File: src/sv/maspf_pkg.sv
// Package for the multiturn angle spring force block.
// Holds register indexes, reset values, opcodes and the stage record type.
// No dependencies.
package maspf_pkg;

    localparam int unsigned CfgIdxW = 3;

    localparam logic [CfgIdxW-1:0] CFG_FLIP_THRESHOLD  = 3'd0;
    localparam logic [CfgIdxW-1:0] CFG_COUNTS_PER_FLIP = 3'd1;
    localparam logic [CfgIdxW-1:0] CFG_SPRING_CENTER   = 3'd2;
    localparam logic [CfgIdxW-1:0] CFG_FORCE_SHIFT     = 3'd3;
    localparam logic [CfgIdxW-1:0] CFG_DUTY_SCALE      = 3'd4;

    localparam logic [9:0]  RST_FLIP_THRESHOLD  = 10'd600;
    localparam logic [10:0] RST_COUNTS_PER_FLIP = 11'd700;
    localparam logic [15:0] RST_SPRING_CENTER   = 16'd800;
    localparam logic [3:0]  RST_FORCE_SHIFT     = 4'd6;
    localparam logic [15:0] RST_DUTY_SCALE      = 16'd5000;

    localparam logic OP_CALIBRATE = 1'b0;
    localparam logic OP_SAMPLE    = 1'b1;

    typedef struct packed {
        logic        valid;
        logic [9:0]  raw;
        logic [15:0] flip_count;
        logic [9:0]  zero;
    } unwrap_word_t;

endpackage

File: src/sv/multiturn_angle_spring_force.sv
// Top level of the multiturn angle spring force block.
// Depends on maspf_pkg and maspf_unwrap.
//
// Usage:
//   Input words arrive on s_tvalid/s_tready; s_tuser carries the opcode
//   (0 calibrate, 1 sample) and s_tdata the 10-bit angle reading.
//   A calibrate word stores the zero position and seeds the sample history;
//   it gives no result. Each sample word gives one result word on
//   m_tvalid/m_tready with force, drive direction, duty and position.
//   Each sample passes through the unwrap register, position register,
//   force register and output register in that order.
//   Throughput: one word per cycle; each stage holds independently, so
//   bubbles fill while the receiver stalls and s_tready drops only when
//   every stage holds a word. A stalled result holds its value.
//   Configuration: cfg_we writes cfg_data into the register at cfg_index
//   (0 flip_threshold, 1 counts_per_flip, 2 spring_center, 3 force_shift,
//   4 duty_scale); write only while no word is in flight.
//   Reset (rst_n low, asynchronous) empties the pipeline, clears the
//   history, flip flag, flip count and zero position, and loads the
//   register defaults.
module multiturn_angle_spring_force
(
    input  logic        clk,
    input  logic        rst_n,
    input  logic        s_tvalid,
    output logic        s_tready,
    input  logic [15:0] s_tdata,   // [9:0] raw_angle, rest zero
    input  logic        s_tuser,   // [0] op
    output logic        m_tvalid,
    input  logic        m_tready,
    output logic [47:0] m_tdata,   // [10:0] force_res, [11] drive_reverse,
                                   // [27:12] duty, [43:28] position, rest zero
    input  logic        cfg_we,
    input  logic [2:0]  cfg_index,
    input  logic [15:0] cfg_data
);

    logic [9:0]  thr_reg;
    logic [10:0] cpf_reg;
    logic [15:0] center_reg;
    logic [3:0]  shift_reg;
    logic [15:0] scale_reg;

    maspf_pkg::unwrap_word_t uw;

    logic               pos_valid_reg, pos_valid_next;
    logic [15:0]        pos_reg, pos_next;
    logic               frc_valid_reg, frc_valid_next;
    logic signed [10:0] frc_reg, frc_next;
    logic [15:0]        frc_pos_reg, frc_pos_next;
    logic               out_valid_reg, out_valid_next;
    logic [47:0]        out_reg, out_next;

    logic en_out, en_frc, en_pos, en_uw;

    logic [15:0]        prod_pos;
    logic [15:0]        cum;
    logic signed [16:0] d;
    logic signed [16:0] d_shift;
    logic [10:0]        mag_f;
    logic [26:0]        prod_duty;
    logic [15:0]        duty;

    assign en_out   = !out_valid_reg || m_tready;
    assign en_frc   = !frc_valid_reg || en_out;
    assign en_pos   = !pos_valid_reg || en_frc;
    assign en_uw    = !uw.valid || en_pos;
    assign s_tready = en_uw;

    always_ff @(posedge clk or negedge rst_n)
    begin
        if (!rst_n)
        begin
            thr_reg    <= maspf_pkg::RST_FLIP_THRESHOLD;
            cpf_reg    <= maspf_pkg::RST_COUNTS_PER_FLIP;
            center_reg <= maspf_pkg::RST_SPRING_CENTER;
            shift_reg  <= maspf_pkg::RST_FORCE_SHIFT;
            scale_reg  <= maspf_pkg::RST_DUTY_SCALE;
        end
        else if (cfg_we)
        begin
            unique case (cfg_index)
                maspf_pkg::CFG_FLIP_THRESHOLD:  thr_reg    <= cfg_data[9:0];
                maspf_pkg::CFG_COUNTS_PER_FLIP: cpf_reg    <= cfg_data[10:0];
                maspf_pkg::CFG_SPRING_CENTER:   center_reg <= cfg_data;
                maspf_pkg::CFG_FORCE_SHIFT:     shift_reg  <= cfg_data[3:0];
                maspf_pkg::CFG_DUTY_SCALE:      scale_reg  <= cfg_data;
                default:                        ;
            endcase
        end
    end

    maspf_unwrap u_unwrap
    (
        .clk            (clk),
        .rst_n          (rst_n),
        .load           (en_uw),
        .take           (s_tvalid),
        .op             (s_tuser),
        .raw_angle      (s_tdata[9:0]),
        .flip_threshold (thr_reg),
        .word           (uw)
    );

    always_comb
    begin
        prod_pos = 16'(uw.flip_count * cpf_reg);
        cum      = 16'({6'd0, uw.raw} + prod_pos);
        pos_next       = en_pos ? 16'(cum - {6'd0, uw.zero}) : pos_reg;
        pos_valid_next = en_pos ? uw.valid : pos_valid_reg;

        d       = $signed({center_reg[15], center_reg}) - $signed({pos_reg[15], pos_reg});
        d_shift = d >>> shift_reg;
        frc_next     = frc_reg;
        frc_pos_next = frc_pos_reg;
        if (en_frc)
        begin
            priority if (d_shift > 17'sd1023)
                frc_next = 11'sd1023;
            else if (d_shift < -17'sd1024)
                frc_next = -11'sd1024;
            else
                frc_next = d_shift[10:0];
            frc_pos_next = pos_reg;
        end
        frc_valid_next = en_frc ? pos_valid_reg : frc_valid_reg;

        mag_f     = frc_reg[10] ? 11'(-frc_reg) : frc_reg;
        prod_duty = 27'(mag_f * scale_reg);
        duty      = (prod_duty[26:16] != 11'd0) ? 16'hFFFF : prod_duty[15:0];
        out_next       = en_out ? {4'd0, frc_pos_reg, duty, frc_reg[10], frc_reg} : out_reg;
        out_valid_next = en_out ? frc_valid_reg : out_valid_reg;
    end

    always_ff @(posedge clk or negedge rst_n)
    begin
        if (!rst_n)
        begin
            pos_valid_reg <= 1'b0;
            frc_valid_reg <= 1'b0;
            out_valid_reg <= 1'b0;
        end
        else
        begin
            pos_valid_reg <= pos_valid_next;
            frc_valid_reg <= frc_valid_next;
            out_valid_reg <= out_valid_next;
        end
    end

    always_ff @(posedge clk)
    begin
        pos_reg     <= pos_next;
        frc_reg     <= frc_next;
        frc_pos_reg <= frc_pos_next;
        out_reg     <= out_next;
    end

    assign m_tvalid = out_valid_reg;
    assign m_tdata  = out_reg;

endmodule

File: src/sv/maspf_unwrap.sv
// Wrap tracker: sample history, flip flag, flip count and zero position.
// Registers each accepted sample with its updated flip count.
// Depends on maspf_pkg.
module maspf_unwrap
(
    input  logic                    clk,
    input  logic                    rst_n,
    input  logic                    load,
    input  logic                    take,
    input  logic                    op,
    input  logic [9:0]              raw_angle,
    input  logic [9:0]              flip_threshold,
    output maspf_pkg::unwrap_word_t word
);

    logic [9:0]  prev_reg, prev_next;
    logic [9:0]  prev_prev_reg, prev_prev_next;
    logic        flag_reg, flag_next;
    logic [15:0] count_reg, count_next;
    logic [9:0]  zero_reg, zero_next;
    maspf_pkg::unwrap_word_t word_reg, word_next;

    logic signed [10:0] diff;
    logic [9:0]         mag;

    always_comb
    begin
        diff = $signed({1'b0, raw_angle}) - $signed({1'b0, prev_prev_reg});
        mag  = diff[10] ? 10'(-diff) : diff[9:0];

        prev_next      = prev_reg;
        prev_prev_next = prev_prev_reg;
        flag_next      = flag_reg;
        count_next     = count_reg;
        zero_next      = zero_reg;
        word_next      = word_reg;

        if (load)
        begin
            word_next.valid = 1'b0;
            if (take)
            begin
                if (op == maspf_pkg::OP_CALIBRATE)
                begin
                    zero_next      = raw_angle;
                    prev_next      = raw_angle;
                    prev_prev_next = raw_angle;
                end
                else
                begin
                    prev_prev_next = prev_reg;
                    prev_next      = raw_angle;
                    if (mag > flip_threshold && !flag_reg)
                    begin
                        count_next = (!diff[10] && diff != 11'sd0) ? count_reg - 16'd1
                                                                   : count_reg + 16'd1;
                        flag_next  = 1'b1;
                    end
                    else
                    begin
                        flag_next = 1'b0;
                    end
                    word_next.valid      = 1'b1;
                    word_next.raw        = raw_angle;
                    word_next.flip_count = count_next;
                    word_next.zero       = zero_reg;
                end
            end
        end
    end

    always_ff @(posedge clk or negedge rst_n)
    begin
        if (!rst_n)
        begin
            prev_reg      <= '0;
            prev_prev_reg <= '0;
            flag_reg      <= 1'b0;
            count_reg     <= '0;
            zero_reg      <= '0;
            word_reg      <= '0;
        end
        else
        begin
            prev_reg      <= prev_next;
            prev_prev_reg <= prev_prev_next;
            flag_reg      <= flag_next;
            count_reg     <= count_next;
            zero_reg      <= zero_next;
            word_reg      <= word_next;
        end
    end

    assign word = word_reg;

endmodule

File: config.mk
export PLATFORM = sky130hd
export DESIGN_NAME = multiturn_angle_spring_force
export DESIGN_NICKNAME = d
export VERILOG_FILES = /design/src/sv/maspf_pkg.sv /design/src/sv/multiturn_angle_spring_force.sv /design/src/sv/maspf_unwrap.sv
export SDC_FILE = /design/constraint.sdc
export NUM_CORES = 1
export LEC_CHECK = 0
export ABC_CLOCK_PERIOD_IN_PS = 7700
export BUFFER_PORTS_ARGS = -buffer_cell sky130_fd_sc_hd__buf_2
export CAP_MARGIN = 5
export CORE_MARGIN = 2
export CORE_UTILIZATION = 45
export CTS_CLUSTER_DIAMETER = 100
export DETAILED_ROUTE_END_ITERATION = 12
export GPL_ROUTABILITY_DRIVEN = 0
export HOLD_SLACK_MARGIN = 0.08
export SLEW_MARGIN = 25
export SYNTH_ARGS = -nofsm -noshare
export SYNTH_HDL_FRONTEND = slang
export SYNTH_SLANG_ARGS = --single-unit
File: constraint.sdc
create_clock -name clk -period 7.7 [get_ports clk]
set_clock_uncertainty 0.05 [all_clocks]
set_input_delay 0.385 -clock clk [delete_from_list [all_inputs] [get_ports clk]]
set_output_delay 0.385 -clock clk [all_outputs]
set_load 0.01 [all_outputs]
# After elaboration in Yosys (flattened, before gate mapping)
# Cells that the tools add are included.
# word_totals
regBits	215
latchBits	0
mem_bits_rw	0
rom_bits	0
input_bits	41
output_inout_bits	50
word_cells	72
n_memories	0
# classes
addsub	8
n_mul	2
div	0
n_lt_le_gt_ge	3
eq_ne	4
shifts	1
muxes	9
n_bitwise	1
n_reduce_logical	23
# op_table
op	n
$mux 37	2
$mux 16	2
$mul 11x16->27	1
$mux 11	2
$reduce_bool 11->1	2
$mux 10	2
$gt 17x11->1 const B	1
$lt 17x11->1 const B	1
$sshr 17x4->17	1
$sub 16x16->17	1
$add 10x16->16	1
$add 16x1->16 const B	1
$mul 16x11->16	1
$sub 16x1->16 const B	1
$sub 16x10->16	1
$reduce_and 2->1	6
$neg 11->11	1
$sub 10x10->11	1
$gt 10x10->1	1
$neg 10->10	1
$eq 3x2->1 const B	2
$logic_not 1->1	6
$reduce_and 3->1	2
$logic_or 1x1->1	4
6 further kinds	7

# Depth between registers and ports, before layout
# logic_depth
depth_word	8
depth_mapped	31
ltp_nobuf	27

# By module
# Synthesis repeated with hierarchy kept, for this count alone.
# unflattened
hier_cells	2126
area_unflattened_um2	21266.6
# by_module_without_submodules
mod	instances	cells_per_inst	area_per_inst_um2	seq_area_each_um2
multiturn_angle_spring_force	1	1714	17093.9	4108.9
maspf_unwrap	1	412	4172.8	1701.6

# Worst setup path before layout
# No wires, ideal clock.
# synth_path
path_type	register to register
start	register frc_reg[0]
end	register out_reg[26], in the netlist m_tdata[26] (data pin)
setup_ns	0.257
t_arrival_ns	7.308
required_ns	7.393
setup_slack_ns	0.085
path_stages_with_launch	30
path_buffers	4
synth_period_minus_slack_ns	7.615
cell_sequence	edfxtp_1 clkbuf_1 clkbuf_1 inv_1 ha_1 nand2_1 or2_2 o21ai_0 xor2_1 clkbuf_1 nor2b_1 fa_1 inv_1 fa_1 fa_1 inv_1 fa_1 inv_1 fa_1 inv_1 ha_1 or4_4 a311oi_2 or4_1 a21boi_1 or3_1 a2111oi_0 nor4b_2 buf_4 nand2_1
# synth_between
elab_chain_len	4
# synth_rtl
item	line	source
from (decl)	multiturn_angle_spring_force.sv:49	logic signed [10:0] frc_reg, frc_next;
from (signal assigned)	multiturn_angle_spring_force.sv:154	frc_reg <= frc_next;
$neg 11->11	multiturn_angle_spring_force.sv:128	mag_f = frc_reg[10] ? 11'(-frc_reg) : frc_reg;
$mux 11 *	multiturn_angle_spring_force.sv:128	
$mul 11x16->27 *	multiturn_angle_spring_force.sv:129	prod_duty = 27'(mag_f * scale_reg);
$reduce_bool 11->1	multiturn_angle_spring_force.sv:130	duty = (prod_duty[26:16] != 11'd0) ? 16'hFFFF : prod_duty[15:0];
to (signal assigned)	multiturn_angle_spring_force.sv:156	out_reg <= out_next;
to (decl)	multiturn_angle_spring_force.sv:52	logic [47:0] out_reg, out_next;
# Every way passes the cells marked *; elsewhere a longest branch is shown, timed or not.
# A chain may end at the register's enable or synchronous reset.

# Worst setup path after layout
# layout_path
start	register frc_reg[8]
end	register out_reg[19], in the netlist m_tdata[19] (data pin)
# layout_between
elab_chain_len	4
# layout_rtl
item	line
$neg 11->11	multiturn_angle_spring_force.sv:128
$mux 11 *	multiturn_angle_spring_force.sv:128
$mul 11x16->27 *	multiturn_angle_spring_force.sv:129
$reduce_bool 11->1 *	multiturn_angle_spring_force.sv:130
# Marked as above.

==> impl_metrics.json <==
{
  "dpl_cell_area_mm2": 0.02192,
  "cp-start-kind": "flip-flop",
  "holdCritStartpoint": "cfg_data[12]",
  "fp-row-count": 78,
  "synth-edff-count": 86,
  "period_needed_ns": 7.314,
  "overflow": 0,
  "tightest_slew_ns": 1.001,
  "largest_reg_flops": 43,
  "grt_pass1_vias": 14960,
  "core_area_mm2": 0.04558,
  "critical_path_peak_fanout": 16,
  "synth_cells": 2088,
  "timing.final.crit_share_pct": 94.98,
  "syn2layout_area_growth_pct": 10.32,
  "crit_family": "adder cells",
  "crit_chain": "or4_1, o21ai_0, xor2_1, buf_6, nor2b_1, fa_1, inv_1, fa_1, fa_1, fa_1, inv_1, fa_1, ha_1, and3_1, nand2_1, or4_4, a21boi_4, o21ai_0, a2111oi_2, nor4b_4, buf_6, a21bo_2",
  "fin_area_mm2": 0.02303,
  "cp-end-kind": "flip-flop",
  "fmax_mhz": 136.7,
  "drt_wl_total_um": 46590,
  "cts_made_buffers": 25,
  "setup_violations": 0,
  "synth.avg_cell_area_um2": 9.999,
  "yosysUniqueCellTypes": 83,
  "yosys_register_bits": 214,
  "portBuffers": 80,
  "worst_ep_required_time_ns": 7.96,
  "path_clk_slew_ns": 0.06,
  "drt-initial-drc-count": 613,
  "track_usage_pct": 20.13,
  "ant_nets": 0,
  "layout.nets": 2587,
  "clk_path_buf_depth": 3,
  "antenna_found_initial": 0,
  "mappedNetlistArea_mm2": 0.02088,
  "slowest_stage": "fa_1",
  "ff2ff_setup_slack_ns": 0.39,
  "drtPass1Iterations": 5,
  "worstReg2RegStart": "frc_reg[8]$_SDFFCE_PN1P_",
  "cp_num_buf_inv": 4,
  "cts-root-buf": "clkbuf_16",
  "ys_warn_count": 0,
  "layout_commonest_cell": "inv_1",
  "clock_latency_ns": 0.56,
  "die-height_um": 219.4,
  "hp-class": "input port to flip-flop",
  "dr_total_vias": 14520,
  "hold_slack_ns": 0.1030,
  "htree_levels": 1,
  "path_class": "flip-flop to flip-flop",
  "async_flop_share_pct": 59.81,
  "fin_ws_ns": 0.3865,
  "synth_ff_type": "dfrtp_1",
  "max-cap-violations": 0,
  "dieArea_mm2": 0.04813,
  "arrival_ns": 7.57,
  "start_util_pct": 45.81,
  "drv_slew": 0,
  "avgRoutedWirePerCell_um": 16.78,
  "diodes": 0,
  "layout_common_cells": "inv_1, nand2_1, fa_1",
  "grt_max_degree": 72,
  "tritoncts": "built",
  "r2r_cells": 22,
  "drive_above_1_share_pct": 14.38,
  "synth_seq_area_share_pct": 27.83,
  "cp_common_cell": "fa_1",
  "r2r_end": "m_tdata[19]$_SDFFCE_PP1P_",
  "hold_viol": 0,
  "via_per_inst": 5.230,
  "drc": 0,
  "status": "completed",
  "pre_cts_slack_ns": 0.06760,
  "hold_depth": 2,
  "die_w_um": 219.4,
  "fin_util_pct": 50.54,
  "ioPinCount": 91,
  "max-slew-margin-rel_pct": 33.28,
  "grt_pass1_wl_um": 77260,
  "cpPeakStageDelay_ns": 0.56,
  "hold_end": "center_reg[12]$_DFFE_PN0P_",
  "cts_sinks": 214,
  "dp_hpwl_um": 35320
}
==> worst register-to-register path: stages (launching register included) <==
cell       delay (ns)
edfxtp_1         0.46
or4_1            0.55
o21ai_0          0.22
xor2_1           0.20
buf_6            0.22
nor2b_1          0.10
fa_1             0.50
inv_1            0.05
fa_1             0.50
fa_1             0.51
fa_1             0.56
inv_1            0.06
fa_1             0.42
ha_1             0.39
and3_1           0.22
nand2_1          0.08
or4_4            0.54
a21boi_4         0.18
o21ai_0          0.11
a2111oi_2        0.37
nor4b_4          0.34
buf_6            0.19
a21bo_2          0.23
==> Yosys cell counts (4+ instances only) <==
master	instances	area, um^2
nor3_1	19	95.09
nor3b_1	4	30.03
nand2b_1	28	175.2
o211ai_1	6	45.04
nor2b_1	85	531.8
buf_4	6	45.04
fa_1	221	4424
dfrtp_1	108	2703
o211a_1	4	40.04
a211oi_1	15	112.6
clkbuf_1	72	270.3
a21oi_1	52	260.3
nand3_1	14	70.07
mux2_2	96	1081
o21ai_0	83	415.4
o21bai_1	6	45.04
xnor2_1	56	490.5
and3_1	5	31.28
or4_1	5	37.54
nor4_1	6	37.54
o31ai_1	10	75.07
a221oi_1	4	35.03
o2111ai_1	4	35.03
dfstp_2	20	525.5
a211o_1	6	52.55
a21o_1	26	195.2
o21a_1	18	135.1
ha_1	168	2102
nor2_1	63	236.5
or3_1	5	31.28
edfxtp_1	86	2582
inv_1	324	1216
o41ai_1	6	52.55
a21boi_0	5	37.54
nor4b_1	4	35.03
xor2_1	32	280.3
nand4_1	4	25.02
and2_1	85	531.8
nand2_1	235	882.1
mux2i_1	21	210.2
a31oi_1	6	37.54
or2_2	5	31.28
==> layer usage <==
layer,GRT usage (%),vias to the layer above,wire length (um)
met5,0,-,0
met4,4.730,0,1040
li1,-,6970,-
met2,35.56,246,22800
met1,26.45,7242,21000
met3,2.218,61,1742
==> worst max-delay path by stage <==
stage	cells past startpoint	end	slack, ns	startpoint
2_1_floorplan	29	m_tdata[26]$_SDFFCE_PP1P_	0.08	frc_reg[0]$_SDFFCE_PN1P_
3_3_place_gp	27	m_tdata[19]$_SDFFCE_PP1P_	0.18	frc_reg[1]$_SDFFCE_PN1P_
3_5_place_dp	25	m_tdata[19]$_SDFFCE_PP1P_	0.07	frc_reg[1]$_SDFFCE_PN1P_
4_1_cts	26	m_tdata[19]$_SDFFCE_PP1P_	0.03	frc_reg[1]$_SDFFCE_PN1P_
5_1_grt	22	m_tdata[19]$_SDFFCE_PP1P_	-0.01	frc_reg[8]$_SDFFCE_PN1P_
6_report	22	m_tdata[19]$_SDFFCE_PP1P_	0.39	frc_reg[8]$_SDFFCE_PN1P_
==> cells by family (layout without fill, tap and decap cells) <==
logic type	Yosys count	after routing	share of synthesized area, %
xor gates and xnor gates	88	88	3.692
other	1	4	0.01796
DFF	214	214	27.83
muxes	119	119	6.401
and+or+nand+nor	581	581	14.02
buffers and inverters	409	494	7.509
adders and majority gates	389	389	31.26
AOI/OAI and AO/OA	287	287	9.265
==> cell type report <==
type | instances | area [um^2]
fillers | 4137 | 22540
repair buffers | 123 | 777.0
well taps | 600 | 750.7
multi-input cells | 1468 | 13630
inverters | 325 | 1220
clock buffers | 31 | 679.4
clock inverters | 15 | 165.2
flip-flops and latches | 214 | 5811
==> what timing repair did <==
action	4_1_cts	5_1_grt
hold buffers	6	0
setup buffers	0	12
gates resized for setup	0	22
endpoints found under the hold margin	63	0
setup endpoints to repair	0	16
==> through the flow <==
stage | std cells | TNS (ns)
2_1_floorplan | 2091 | 0
3_3_place_gp | 2711 | 0
3_5_place_dp | 2711 | 0
4_1_cts | 2763 | 0
5_1_grt | 2776 | -0.01066
6_report | 2776 | 0
Power is not shown: default switching activity piles up to over one toggle a cycle in this logic, so the estimate is an artifact.
